===== src/udm64_pkg.sv =====
// Shared types and constants for the unsigned 64-bit divider.
package udm64_pkg;

    localparam int DATA_WIDTH = 64;

    typedef struct packed {
        logic [DATA_WIDTH-1:0] numerator;
        logic [DATA_WIDTH-1:0] denominator;
    } operand_t;

    typedef struct packed {
        logic [DATA_WIDTH-1:0] quotient;
        logic [DATA_WIDTH-1:0] remainder;
    } result_t;

    // State passed from one cell to the next
    typedef struct packed {
        logic                  valid;
        logic                  den_zero;
        logic [DATA_WIDTH-1:0] rem;
        logic [DATA_WIDTH-1:0] quo;
        logic [DATA_WIDTH-1:0] num;
        logic [DATA_WIDTH-1:0] den;
    } stage_t;

endpackage


===== src/udm64_cell.sv =====
// One restoring division step with its stage register.
module udm64_cell
    import udm64_pkg::*;
(
    input  logic   clk,
    input  logic   rst_n,
    input  logic   en,
    input  stage_t prev,
    output stage_t cur
);

    logic                  valid_reg;
    logic                  den_zero_reg;
    logic [DATA_WIDTH-1:0] rem_reg;
    logic [DATA_WIDTH-1:0] quo_reg;
    logic [DATA_WIDTH-1:0] num_reg;
    logic [DATA_WIDTH-1:0] den_reg;

    logic [DATA_WIDTH-1:0] shifted;
    logic                  carry;
    logic                  take;
    logic [DATA_WIDTH-1:0] rem_next;
    logic [DATA_WIDTH-1:0] quo_next;
    logic [DATA_WIDTH-1:0] num_next;

    always_comb
    begin
        shifted  = {prev.rem[DATA_WIDTH-2:0], prev.num[DATA_WIDTH-1]};
        carry    = prev.rem[DATA_WIDTH-1];
        // a zero divisor never sets a quotient bit, so the numerator passes through
        take     = (carry || (shifted >= prev.den)) && !prev.den_zero;
        rem_next = take ? (shifted - prev.den) : shifted;
        quo_next = {prev.quo[DATA_WIDTH-2:0], take};
        num_next = {prev.num[DATA_WIDTH-2:0], 1'b0};
    end

    always_ff @(posedge clk or negedge rst_n)
    begin
        if (!rst_n)
        begin
            valid_reg <= 1'b0;
        end
        else if (en)
        begin
            valid_reg <= prev.valid;
        end
    end

    always_ff @(posedge clk)
    begin
        if (en)
        begin
            den_zero_reg <= prev.den_zero;
            rem_reg      <= rem_next;
            quo_reg      <= quo_next;
            num_reg      <= num_next;
            den_reg      <= prev.den;
        end
    end

    assign cur = '{valid:    valid_reg,
                   den_zero: den_zero_reg,
                   rem:      rem_reg,
                   quo:      quo_reg,
                   num:      num_reg,
                   den:      den_reg};

endmodule


===== config.mk =====
export PLATFORM = sky130hd
export DESIGN_NAME = udm64_cell
export DESIGN_NICKNAME = d
export VERILOG_FILES = /design/src/udm64_pkg.sv /design/src/udm64_cell.sv
export SDC_FILE = /design/constraint.sdc
export NUM_CORES = 1
export LEC_CHECK = 0
export CAP_MARGIN = 10
export CORE_AREA = 2 2 202 204
export DETAILED_ROUTE_END_ITERATION = 16
export DIE_AREA = 0 0 204 206
export DONT_BUFFER_PORTS = 1
export GPL_TIMING_DRIVEN = 1
export PLACE_DENSITY = 0.42
export SLEW_MARGIN = 10
export SYNTH_ARGS = -nofsm -noshare
export SYNTH_HDL_FRONTEND = slang
export SYNTH_SLANG_ARGS = --single-unit
export TNS_END_PERCENT = 1

===== constraint.sdc =====
create_clock -name clk -period 1.5 [get_ports clk]
set_input_delay 0.3 -clock clk [delete_from_list [all_inputs] [get_ports clk]]
set_output_delay 0.3 -clock clk [all_outputs]
set_load 0.02 [all_outputs]

Word level (Yosys, flattened, before mapping)
Index checks and enable logic that the tools add are counted.
Storage, ports and cells
  bits in registers: 257
  latch bits: 0
  memory bits (writable): 0
  memory bits (read-only): 0
  input bits: 261
  logic and storage cells: 12
  memories kept: 0
Cells by class
  $add $sub $neg: 1
  multiply operators: 0
  div/mod/pow operators: 0
  magnitude comparators: 1
  equality and inequality tests: 0
  shift operators: 0
  mux-type cells: 1
  bitwise logic cells: 0
  reduce and logical (&&, ||, !) cells: 3
Operators by type and width (count)
  $ge 64x64->1: 1
  $mux 64: 1
  $sub 64x64->64: 1
  $logic_and 1x1->1: 1
  $logic_not 1->1: 1
  $logic_or 1x1->1: 1

Logic depth before layout (Yosys ltp)
Gate-level depths: netlist (run 1).
  depth in word-level cells: 4
  depth in mapped cells: 16

Worst setup path before layout (run 1)
No wires, ideal clock.
  path type: input to register
  start: input port prev[127] in the netlist's numbering
  end: register rem_reg[14], data pin
  arrival: 3.196 ns
  path slack: -1.956 ns
  stages on the path: 14
  buffers on the path: 1
  path through: inv_1 ha_1 inv_1 fa_1 and3_1 o211a_1 o31a_1 o41a_1 a31oi_1 o221ai_1 a21o_1 a31oi_4 buf_6 mux2_2
Between the ends
  word-level cells in the longest chain between the ends: 4
  elaborated cells on any way between the ends: 5
  those cells by class: 1 x add/sub; 1 x order compare; 1 x mux; 2 x reduce/logical
Ends and longest elaborated chain
  start, declared: line udm64_cell.sv:8  | input stage_t prev,
  $ge 64x64->1: line udm64_cell.sv:31  | take = (carry || (shifted >= prev.den)) && !prev.den_zero;
  $logic_or 1x1->1: line udm64_cell.sv:31
  $logic_and 1x1->1: line udm64_cell.sv:31
  $mux 64 *: line udm64_cell.sv:32  | rem_next = take ? (shifted - prev.den) : shifted;
  via rem_next[14]: line udm64_cell.sv:22  | logic [DATA_WIDTH-1:0] rem_next;
  end signal, assigned: line udm64_cell.sv:54  | rem_reg <= rem_next;
  end, declared: line udm64_cell.sv:14  | logic [DATA_WIDTH-1:0] rem_reg;
The timed path passes the listed nets; every way through them passes the cells marked *.
A chain may end at the register's enable or synchronous reset.

Worst setup path in the final report (run 1)
  start: input port prev[127] in the netlist's numbering
  end: register rem_reg[63], data pin
Same word-level chain as after synthesis.

==> summary.md, run 1 <==
| Metric | Value |
|---|---|
| RSZ-0062 raised after global routing | true |
| Vias in the first global route | 10198 |
| Register area | 7710 um2 |
| Worst skew pair latency | 560 ps |
| Vias per std cell | 4.71 |
| Post-synth EDFFs | 256 |
| CP Capture Type | register |
| Clk sink count | 257 |
| Most common cell in the netlist | edfxtp_1 |
| Initial core utilization | 0.308 |
| Fill cells | 3724 |
| First-pass GRT wire length | 61400 um |
| FFs w/ async S/R, synth | 0.00389 |
| Antenna-violating nets left | 0 |
| Critical path type | primary input to register |
| CTS Hold Buffers Added | 258 |
| Routed wire length per instance | 21.0 um |
| Reg2reg setup slack | 630 ps |
| H-tree depth | 1 |
| Chip Width | 204 um |
| CTS Root Cell | clkbuf_16 |
| Worst clock skew | 0 ps |
| Worst Hold Class | primary input to register |
| Min Clock Period, post-route | 2960 ps |
| Distinct cells, synth | 60 |
| Initial antenna violation count | 2 |
| Syn_area_per_cell | 12.2 um2 |
| First-pass detailed-route iteration total | 5 |
| Hold Path End | rem_reg[59] |
| P&R area growth vs syn | 49.0% |
| Post-synth top cells | edfxtp_1, nand2_1, o21ai_0 |
| Sequential-to-total area share from yosys stat | 0.623 |
| Hold Crit Depth | 0 |
| Setup Viol. Count Final | 65 |
| Post-route cell area | 18400 um2 |
| Pint | 14.5 mW |
| Routed wire length | 43100 um |
| Critical Path Fanout Max | 9 |
| Total core area | 40200 um2 |
| Clock tree buffer depth | 3 |
| Place WS | -2390 ps |
| Largest net degree at the start of global routing | 258 |
| DR iter-0 viols | 470 |
| Switching portion of total power | 0.287 |
| # IOs | 519 |
| Synthesized Nets | 1340 |
| Startpoint types | primary input |
| Peak Freq | 0.338 GHz |
| YS warnings | 0 |
| Period utilisation layout | 1.97 |
| R2R Path Start | valid_reg |
| Drt drc | 0 |
| GRT Util Overall | 0.195 |
| Leading area contributor after synthesis | edfxtp_1 |
| Hold WS | -148 ps |
| WP data arrival | 3270 ps |
| Multi-input gate area in the final layout | 4400 um2 |
| Mapped Cells | 1014 |
| Die area | 42000 um2 |
| Synth top area share | 0.621 |
| RePlAce Congestion | 0.860 |
| FP Rows | 74 |
| Leak pwr | 7.63 nW |
| Slew margin rel. | 0.405 |
| CP required | 1810 ps |
| Post-Syn Area | 12400 um2 |
| Max Cap Viol | 0 |
| CTS Buf Count | 30 |
| Setup ws final | -1460 ps |
| Vias | 9691 |
| Worst r2r path cells | 1 |
| Die Height | 206 um |
| Placed Area | 14700 um2 |
| Final Net Count | 1827 |
| Comb power frac | 0.176 |
| Share of power burned in registers | 0.489 |
| R2r endpoint | valid_reg |
| Sw power | 5.84 mW |
| Port Buf Inserts | 0 |
| Peak VDD IR | 885 uV |
| Actual slew at the worst max-slew pin | 892 ps |
| Fin. max-slew vios | 0 |
| Top cells by area, synth | edfxtp_1, ha_1, o21ai_0, nand2_1, a21o_1 |
| Post-DP HPWL | 32200 um |
| Hold Crit Start | en |
| Layout cell share with drive strength beyond 1 | 0.212 |
| Worst-path clk slew | 60 ps |
| Synthesized flop and latch total | 257 |
| Most common flop cell mapped by yosys | edfxtp_1 |
| PwrDens | 1100 nW/um2 |
| Violated checks | hold timing, setup timing |
| CTS tree | done |
| Status | finished, violations left |
| Final hold violation count | 60 |
| Clock power share | 0.335 |
| Overflow after GRT | 0 |
stage by stage:
stage               instances  utilization  TNS [ps]  power (mW)
finish                   2058        0.459    -88530        20.3
floorplan                1014            -   -105480        11.5
CTS                      2055        0.456    -90480        20.6
global placement         1739        0.366   -141240        13.0
global route             2058        0.459    -97630        21.2
detailed placement       1739        0.366   -143100        12.9
what timing repair did:
| action | in CTS | in global routing |
|---|---|---|
| resized for setup | 30 | 44 |
| setup endpoints to repair | 65 | 65 |
| setup buffers | 2 | 1 |
| cloned | 1 | 0 |
| hold endpoints to repair | 513 | 230 |
| pin swaps | 4 | 12 |
critical path, stage by stage:
cell      delay (ps)
inv_12            30
ha_4             120
inv_2             40
fa_2             360
and3_4           160
o211a_1          220
o31a_1           280
o41a_1           370
a31oi_4          220
o221ai_4         130
a21o_1           230
a31oi_4          260
buf_6            150
buf_16           120
nor3b_1           50
mux2i_1          150
nand2_1           70
placed cells by master (no fill, tap or decap), types with 11 or more instances in the layout:
cell type	instances
dlygate4sd3_1	258
buf_4	225
clkbuf_16	31
xnor2_1	31
a21o_1	44
xor2_1	27
ha_1	58
nor3_1	16
nand3_1	12
nand4_1	15
nand2_1	112
inv_1	80
nor2_1	33
o21ai_1	31
edfxtp_1	256
o21ai_0	59
a21oi_1	59
and3_1	11
per-layer routing:
layer / part of all wire / GRT usage / up-vias / routed length [um]
met2: 0.53 / 0.374 / 331 / 23000
met4: 0.022 / 0.0546 / 0 / 963
met5: 0 / 0 / - / 0
met3: 0.080 / 0.0605 / 49 / 3440
li1: - / - / 4696 / -
met1: 0.37 / 0.204 / 4615 / 15800
power groups by stage:
stage	Combinational (mW)	Clock [mW]	Sequential (mW)
final	3.58	6.81	9.94
after global routing	3.96	7.26	10.0
after CTS	3.54	7.07	9.95
after detailed placement	2.85	0	10.1
after global placement	2.85	0	10.1
after floorplan	1.63	0	9.86
logic make-up (layout without fill, tap and decap cells):
kind of cell / count (synthesis) / in the layout / synth area share
xor+xnor: 58 / 58 / 0.0410
simple gates: 244 / 244 / 0.0927
mux: 6 / 6 / 0.00515
other cells: 1 / 3 / 0.000303
compound gates: 264 / 264 / 0.132
fa+ha+maj: 65 / 65 / 0.0663
buf+inv: 119 / 629 / 0.0401
flops: 257 / 257 / 0.623
cell type report:
type                       count  area share
clock buffer                  35      0.0429
timing repair buffer         492       0.241
inverter                      82      0.0174
sequential                   257       0.418
tap                          532      0.0361
clock inverter                20     0.00631
multi-input combinational    638       0.239
antenna                        2    0.000271
worst max-delay path by stage:
stage | from | endpoint | slack [ps]
6_report | prev[127] | rem_reg[63] | -1460
5_1_grt | prev[127] | rem_reg[63] | -1590
4_1_cts | prev[127] | rem_reg[63] | -1480
3_5_place_dp | prev[16] | rem_reg[57] | -2390
3_3_place_gp | prev[7] | rem_reg[57] | -2350
2_1_floorplan | prev[127] | rem_reg[62] | -1740
No activity file was read; power rests on OpenSTA's default activity.
==> run 2, diff against run 1 <==
==> constraint.sdc (replaced) <==
create_clock -name clk -period 1.5 [get_ports clk]
set_input_delay 0 -clock clk [delete_from_list [all_inputs] [get_ports clk]]
set_output_delay 0 -clock clk [all_outputs]
set_load 0.02 [all_outputs]
==> run 2 against run 1 <==
  * The run still ends with hold timing, setup timing left
  * Routed wire length shrank 0.65%
  * Global-route usage decreased by 0.062 points
  * Final cell count decreased by 0.24%
  * Setup slack gained 230 ps
  * Largest cell class unchanged
  * Register-to-register slack worse by 570 ps
==> summary.md, run 2 (synthesized netlist as in run 1, its figures left out) <==
| Metric | Value |
|---|---|
| Most frequent cells in the layout | edfxtp_1, dlygate4sd3_1, buf_4 |
| CTS tree | done |
| CTS Root Cell | clkbuf_16 |
| Peak VDD IR | 1070 uV |
| WP data arrival | 3040 ps |
| Critical path's top delay family | compound AO/OA/AOI/OAI gates |
| PwrDens | 1160 nW/um2 |
| Routed wire length per instance | 20.9 um |
| Chip Width | 204 um |
| Worst Path Buf+Inv | 4 |
| Post-route cell area | 18500 um2 |
| Period utilisation layout | 1.82 |
| Final Net Count | 1823 |
| Clock tree buffer depth | 3 |
| First-pass GRT wire length | 61400 um |
| Worst Hold Class | primary input to register |
| Status | finished, violations left |
| Total core area | 40200 um2 |
| First-pass detailed-route iteration total | 4 |
| Worst clock skew | 0 ps |
| # IOs | 519 |
| Worst-path clk slew | 70 ps |
| Crit-path max cell delay | 430 ps |
| Placed Area | 14700 um2 |
| RSZ-0062 raised after global routing | true |
| Critical path type | primary input to register |
| Final hold violation count | 120 |
| Final cell count without fillers | 2053 |
| CTS Buf Count | 29 |
| Clk sink count | 257 |
| Initial antenna violation count | 2 |
| Die Height | 206 um |
| Routed wire length | 42900 um |
| Overflow after GRT | 0 |
| Critical-path cell list | inv_12, ha_4, inv_2, fa_2, and3_4, o211a_1, o31a_1, o41a_1, a31oi_4, o221ai_4, a21o_1, a31oi_4, buf_12, buf_4, mux2_4 |
| Leak pwr | 7.69 nW |
| Fin. max-slew vios | 0 |
| Vias per std cell | 4.71 |
| Largest net degree at the start of global routing | 258 |
| DR iter-0 viols | 417 |
| Port Buf Inserts | 0 |
| CP dominant cell by count | a31oi_4 |
| Setup Viol. Count Final | 65 |
| Slew margin rel. | 0.427 |
| Post-DP HPWL | 32200 um |
| Violated checks | hold timing, setup timing |
| Drt drc | 0 |
| Peak Freq | 0.367 GHz |
| Critical Path Fanout Max | 14 |
| Slowest stage cell, crit path | o41a_1 |
| Placed Instances | 1739 |
| Setup ws final | -1230 ps |
| Layout cell share with drive strength beyond 1 | 0.210 |
| Hold WS | -456 ps |
| Startpoint types | primary input |
| Min Clock Period, post-route | 2730 ps |
| CP Capture Type | register |
| Most common cell after layout, fill and taps aside | edfxtp_1 |
| Worst skew pair latency | 550 ps |
| Vias | 9673 |
| FP Rows | 74 |
| P&R area growth vs syn | 49.3% |
| CP required | 1810 ps |
| RePlAce Congestion | 0.849 |
| Antenna-violating nets left | 0 |
| H-tree depth | 1 |
| Actual slew at the worst max-slew pin | 859 ps |
| GRT Util Overall | 0.194 |
| Vias in the first global route | 10287 |
| Die area | 42000 um2 |
| Max Cap Viol | 0 |
| Initial core utilization | 0.308 |
==> run 2: timing repair <==
item | in CTS | in global routing
pin swaps | 5 | 6
hold endpoints to repair | 513 | 273
endpoints found under the setup margin | 65 | 65
hold buffers | 242 | 10
buffers inserted | 4 | 3
gates resized for setup | 47 | 13
cloned | 0 | 0
==> run 2: stage by stage <==
| stage | setup TNS [ps] | util | power (mW) | hold WS, ps | setup slack (ps) |
|---|---|---|---|---|---|
| global route | -80090 | 0.460 | 22.4 | -500 | -1350 |
| finish | -72350 | 0.460 | 21.5 | -456 | -1230 |
| CTS | -70250 | 0.455 | 21.7 | -498 | -1190 |
| floorplan | -85980 | - | 11.5 | -296 | -1440 |
| global placement | -122140 | 0.365 | 13.0 | -296 | -2070 |
| detailed placement | -123380 | 0.365 | 12.9 | -296 | -2070 |
==> run 2: power breakdown <==
group	switching (mW)	leakage [nW]	total [mW]	internal [mW]
combinational	1.59	4.65	3.53	1.94
sequential	1.20	2.52	9.94	8.75
clock	2.89	0.519	8.06	5.17
total	5.68	7.69	21.5	15.9
==> run 2: path summary, 6_finish.rpt <==
path                       cells past startpoint           to  slack (ps)  startpoint
max                                           15  rem_reg[14]       -1230   prev[127]
max in group asynchronous                      2    valid_reg        1150       rst_n
max reg2reg                                    2    valid_reg          60   valid_reg
min reg2reg                                    2    valid_reg        1250   valid_reg
min in group asynchronous                      2    valid_reg         230       rst_n
min                                            0   den_reg[1]        -460     prev[1]
==> run 2: area by class of cell <==
cell class / instances / area (um2)
fill: 3752 / 21700
sequential: 257 / 7710
timing repair buffer: 489 / 4370
multi-input combinational: 638 / 4330
clock buffer: 36 / 772
tap: 532 / 666
inverter: 82 / 320
clock inverter: 17 / 310
antenna: 2 / 5.00
==> run 2: routing by layer <==
metal	global-route usage	vias up	wire length (um)
met5	0	-	0
met4	0.0587	0	1060
met3	0.0609	50	3320
met2	0.367	338	22600
met1	0.206	4604	15900
li1	-	4681	-
==> run 3, diff against run 2 <==
ABC_AREA = 1   (was not set)
CORE_AREA = 2 2 204 206   (was 2 2 202 204)
DIE_AREA = 0 0 206 208   (was 0 0 204 206)
PLACE_DENSITY = 0.48   (was 0.42)
==> run 3 against run 2 <==
  * The run still ends with hold timing, setup timing left
  * Critical endpoint is now rem_reg[59]
  * Highest routed layer unchanged
  * Non-clock buffer count is 78 higher
  * Maximum frequency is 78% higher
  * Cell area is 26% higher
==> summary.md, run 3 <==
| Metric | Value |
|---|---|
| Clock tree buffer depth | 3 |
| Critical path type | primary input to register |
| Die Height | 208 um |
| Antenna-violating nets left | 0 |
| GRT Util Overall | 0.274 |
| CTS Root Cell | clkbuf_16 |
| Setup ws final | -34.4 ps |
| Setup Viol. Count Final | 27 |
| Vias | 14248 |
| Simple-Gate Fraction of Synth Area | 0.285 |
| Most common flop cell mapped by yosys | edfxtp_1 |
| FFs w/ async S/R, synth | 0.00389 |
| Final cell count without fillers | 3048 |
| Met2 WL | 32300 um |
| Post-DP HPWL | 47400 um |
| Layout cell share with drive strength beyond 1 | 0.279 |
| Leading area contributor after synthesis | edfxtp_1 |
| Startpoint types | primary input |
| Top cells by area, synth | edfxtp_1, nand2_1, inv_1, ha_1, nand3_1 |
| Sequential-to-total area share from yosys stat | 0.511 |
| Synth top area share | 0.509 |
| Initial core utilization | 0.372 |
| Final setup TNS | -382 ps |
| Placed Area | 18000 um2 |
| CTS Buf Count | 29 |
| Chip Width | 206 um |
| Port Buf Inserts | 0 |
| Drt drc | 0 |
| WP data arrival | 1850 ps |
| Post-synth top cells | nand2_1, inv_1, edfxtp_1 |
| Mapped Cells | 1909 |
| Most common cell in the netlist | nand2_1 |
| Worst skew pair latency | 570 ps |
| Peak Freq | 0.652 GHz |
| M1 WL | 26500 um |
| Actual slew at the worst max-slew pin | 500 ps |
| Distinct cells, synth | 36 |
| Routed wire length | 63400 um |
| Post-Synth XOR/XNOR Area | 0.0180 |
| Most frequent cells in the layout | nand2_1, inv_1, buf_4 |
| Slew margin rel. | 0.666 |
| PwrDens | 998 nW/um2 |
| Worst clock skew | 0 ps |
| Vias in the first global route | 14459 |
| P&R area growth vs syn | 54.7% |
| Worst-path clk slew | 60 ps |
| Final Net Count | 2816 |
| Met3 wire len | 3100 um |
| Most common cell after layout, fill and taps aside | nand2_1 |
| Synth Area in Compound Gates | 0.0171 |
| Synthesized flop and latch total | 257 |
| Clk sink count | 257 |
| Post-Syn Area | 15100 um2 |
| # IOs | 519 |
| Initial antenna violation count | 4 |
| Die area | 42800 um2 |
| Top Layer Used | met4 |
| Post-route cell area | 23400 um2 |
| Period utilisation layout | 1.02 |
| Leak pwr | 11.4 nW |
| DR iter-0 viols | 838 |
| Fin. max-slew vios | 0 |
| Placed Instances | 2706 |
| Max Cap Viol | 0 |
| Critical Path Fanout Max | 6 |
| Violated checks | hold timing, setup timing |
| FP Rows | 74 |
| Largest family of logic cells by synthesized area | simple AND/OR/NAND/NOR gates |
| Final core occ | 0.576 |
| Largest net degree at the start of global routing | 258 |
| Vias per std cell | 4.67 |
| Worst Hold Class | primary input to register |
| YS warnings | 0 |
| Total core area | 40600 um2 |
| Min Clock Period, post-route | 1530 ps |
| RSZ-0062 raised after global routing | true |
| CP required | 1820 ps |
| CTS tree | done |
| Final hold violation count | 266 |
| CP Capture Type | register |
| Mux contribution to synthesized area | 0.000745 |
| H-tree depth | 1 |
| Status | finished, violations left |
| Peak VDD IR | 816 uV |
| Synthesized Nets | 2235 |
| First-pass detailed-route iteration total | 5 |
| Routed wire length per instance | 20.8 um |
| Overflow after GRT | 0 |
| RePlAce Congestion | 0.902 |
| Post-synthesis adder-cell area fraction | 0.0543 |
| Hold WS | -478 ps |
| Syn_area_per_cell | 7.91 um2 |
| First-pass GRT wire length | 87100 um |
| Post-synth EDFFs | 256 |
## run 3: timing repair
| action | 4_1_cts | 5_1_grt |
|---|---|---|
| cloned | 2 | 10 |
| endpoints found under the setup margin | 65 | 65 |
| gates resized for setup | 51 | 270 |
| pin swaps | 6 | 65 |
| endpoints found under the hold margin | 514 | 272 |
| hold buffers | 246 | 11 |
| buffers inserted | 3 | 13 |
## run 3: path summary, 6_finish.rpt
| path | to | slack [ps] | cells past startpoint | from |
|---|---|---|---|---|
| setup / recovery | rem_reg[59] | -30 | 14 | prev[22] |
| hold / removal | den_reg[1] | -480 | 0 | prev[1] |
| setup reg to reg | valid_reg | 40 | 2 | valid_reg |
| hold reg to reg | valid_reg | 1250 | 2 | valid_reg |
| max in group asynchronous | valid_reg | 1230 | 2 | rst_n |
| min in group asynchronous | valid_reg | 160 | 2 | rst_n |
## run 3: final cells by class
| type | count | area, um2 |
|---|---|---|
| Clock inverter | 23 | 338 |
| Clock buffer | 30 | 729 |
| Fill cell | 3776 | 17200 |
| Inverter | 423 | 1600 |
| Multi-Input combinational cell | 1212 | 7150 |
| Timing Repair Buffer | 567 | 5160 |
| Tap cell | 532 | 666 |
| Antenna cell | 4 | 10.0 |
| Sequential cell | 257 | 7710 |
## run 3: power by group
| part | switching [mW] | leakage (nW) | internal, mW |
|---|---|---|---|
| clock network | 3.04 | 0.515 | 4.93 |
| registers | 1.16 | 2.51 | 8.72 |
| logic | 2.93 | 8.36 | 2.55 |
## run 3: metal layers
layer / up-vias / global-route usage
li1: 7022 / -
met1: 6727 / 0.334
met2: 425 / 0.504
met3: 74 / 0.0387
met4: 0 / 0.0611
met5: - / 0
## run 3: per-stage QoR
stage               hold slack, ps  setup WS, ps  power, mW
floorplan                     -296          -364       12.0
global placement              -296          -900       14.1
detailed placement            -296         -1010       14.1
CTS                           -497         -74.0       22.7
global route                  -496         -92.3       24.3
finish                        -478         -34.4       23.3
## run 3: kinds of logic (layout without fill, tap and decap cells)
group,count (synthesis),after routing
adders and majority gates,65,65
buffers and inverters,442,1043
other,1,5
xor gates and xnor gates,31,31
muxes,1,1
AOI/OAI and AO/OA,48,49
DFF,257,257
and+or+nand+nor,1064,1065
## run 3: worst max-delay path: stages
cell and delay (ps):
inv_1 50, ha_4 290, nand2_4 60, nor2_4 160, nand2_2 100, nor2_4 110, nand4_1 150, nand3_4 150
nand2_4 100, nand2_8 180, nand2_8 140, clkbuf_16 220, nand2_2 60, nand2_1 50
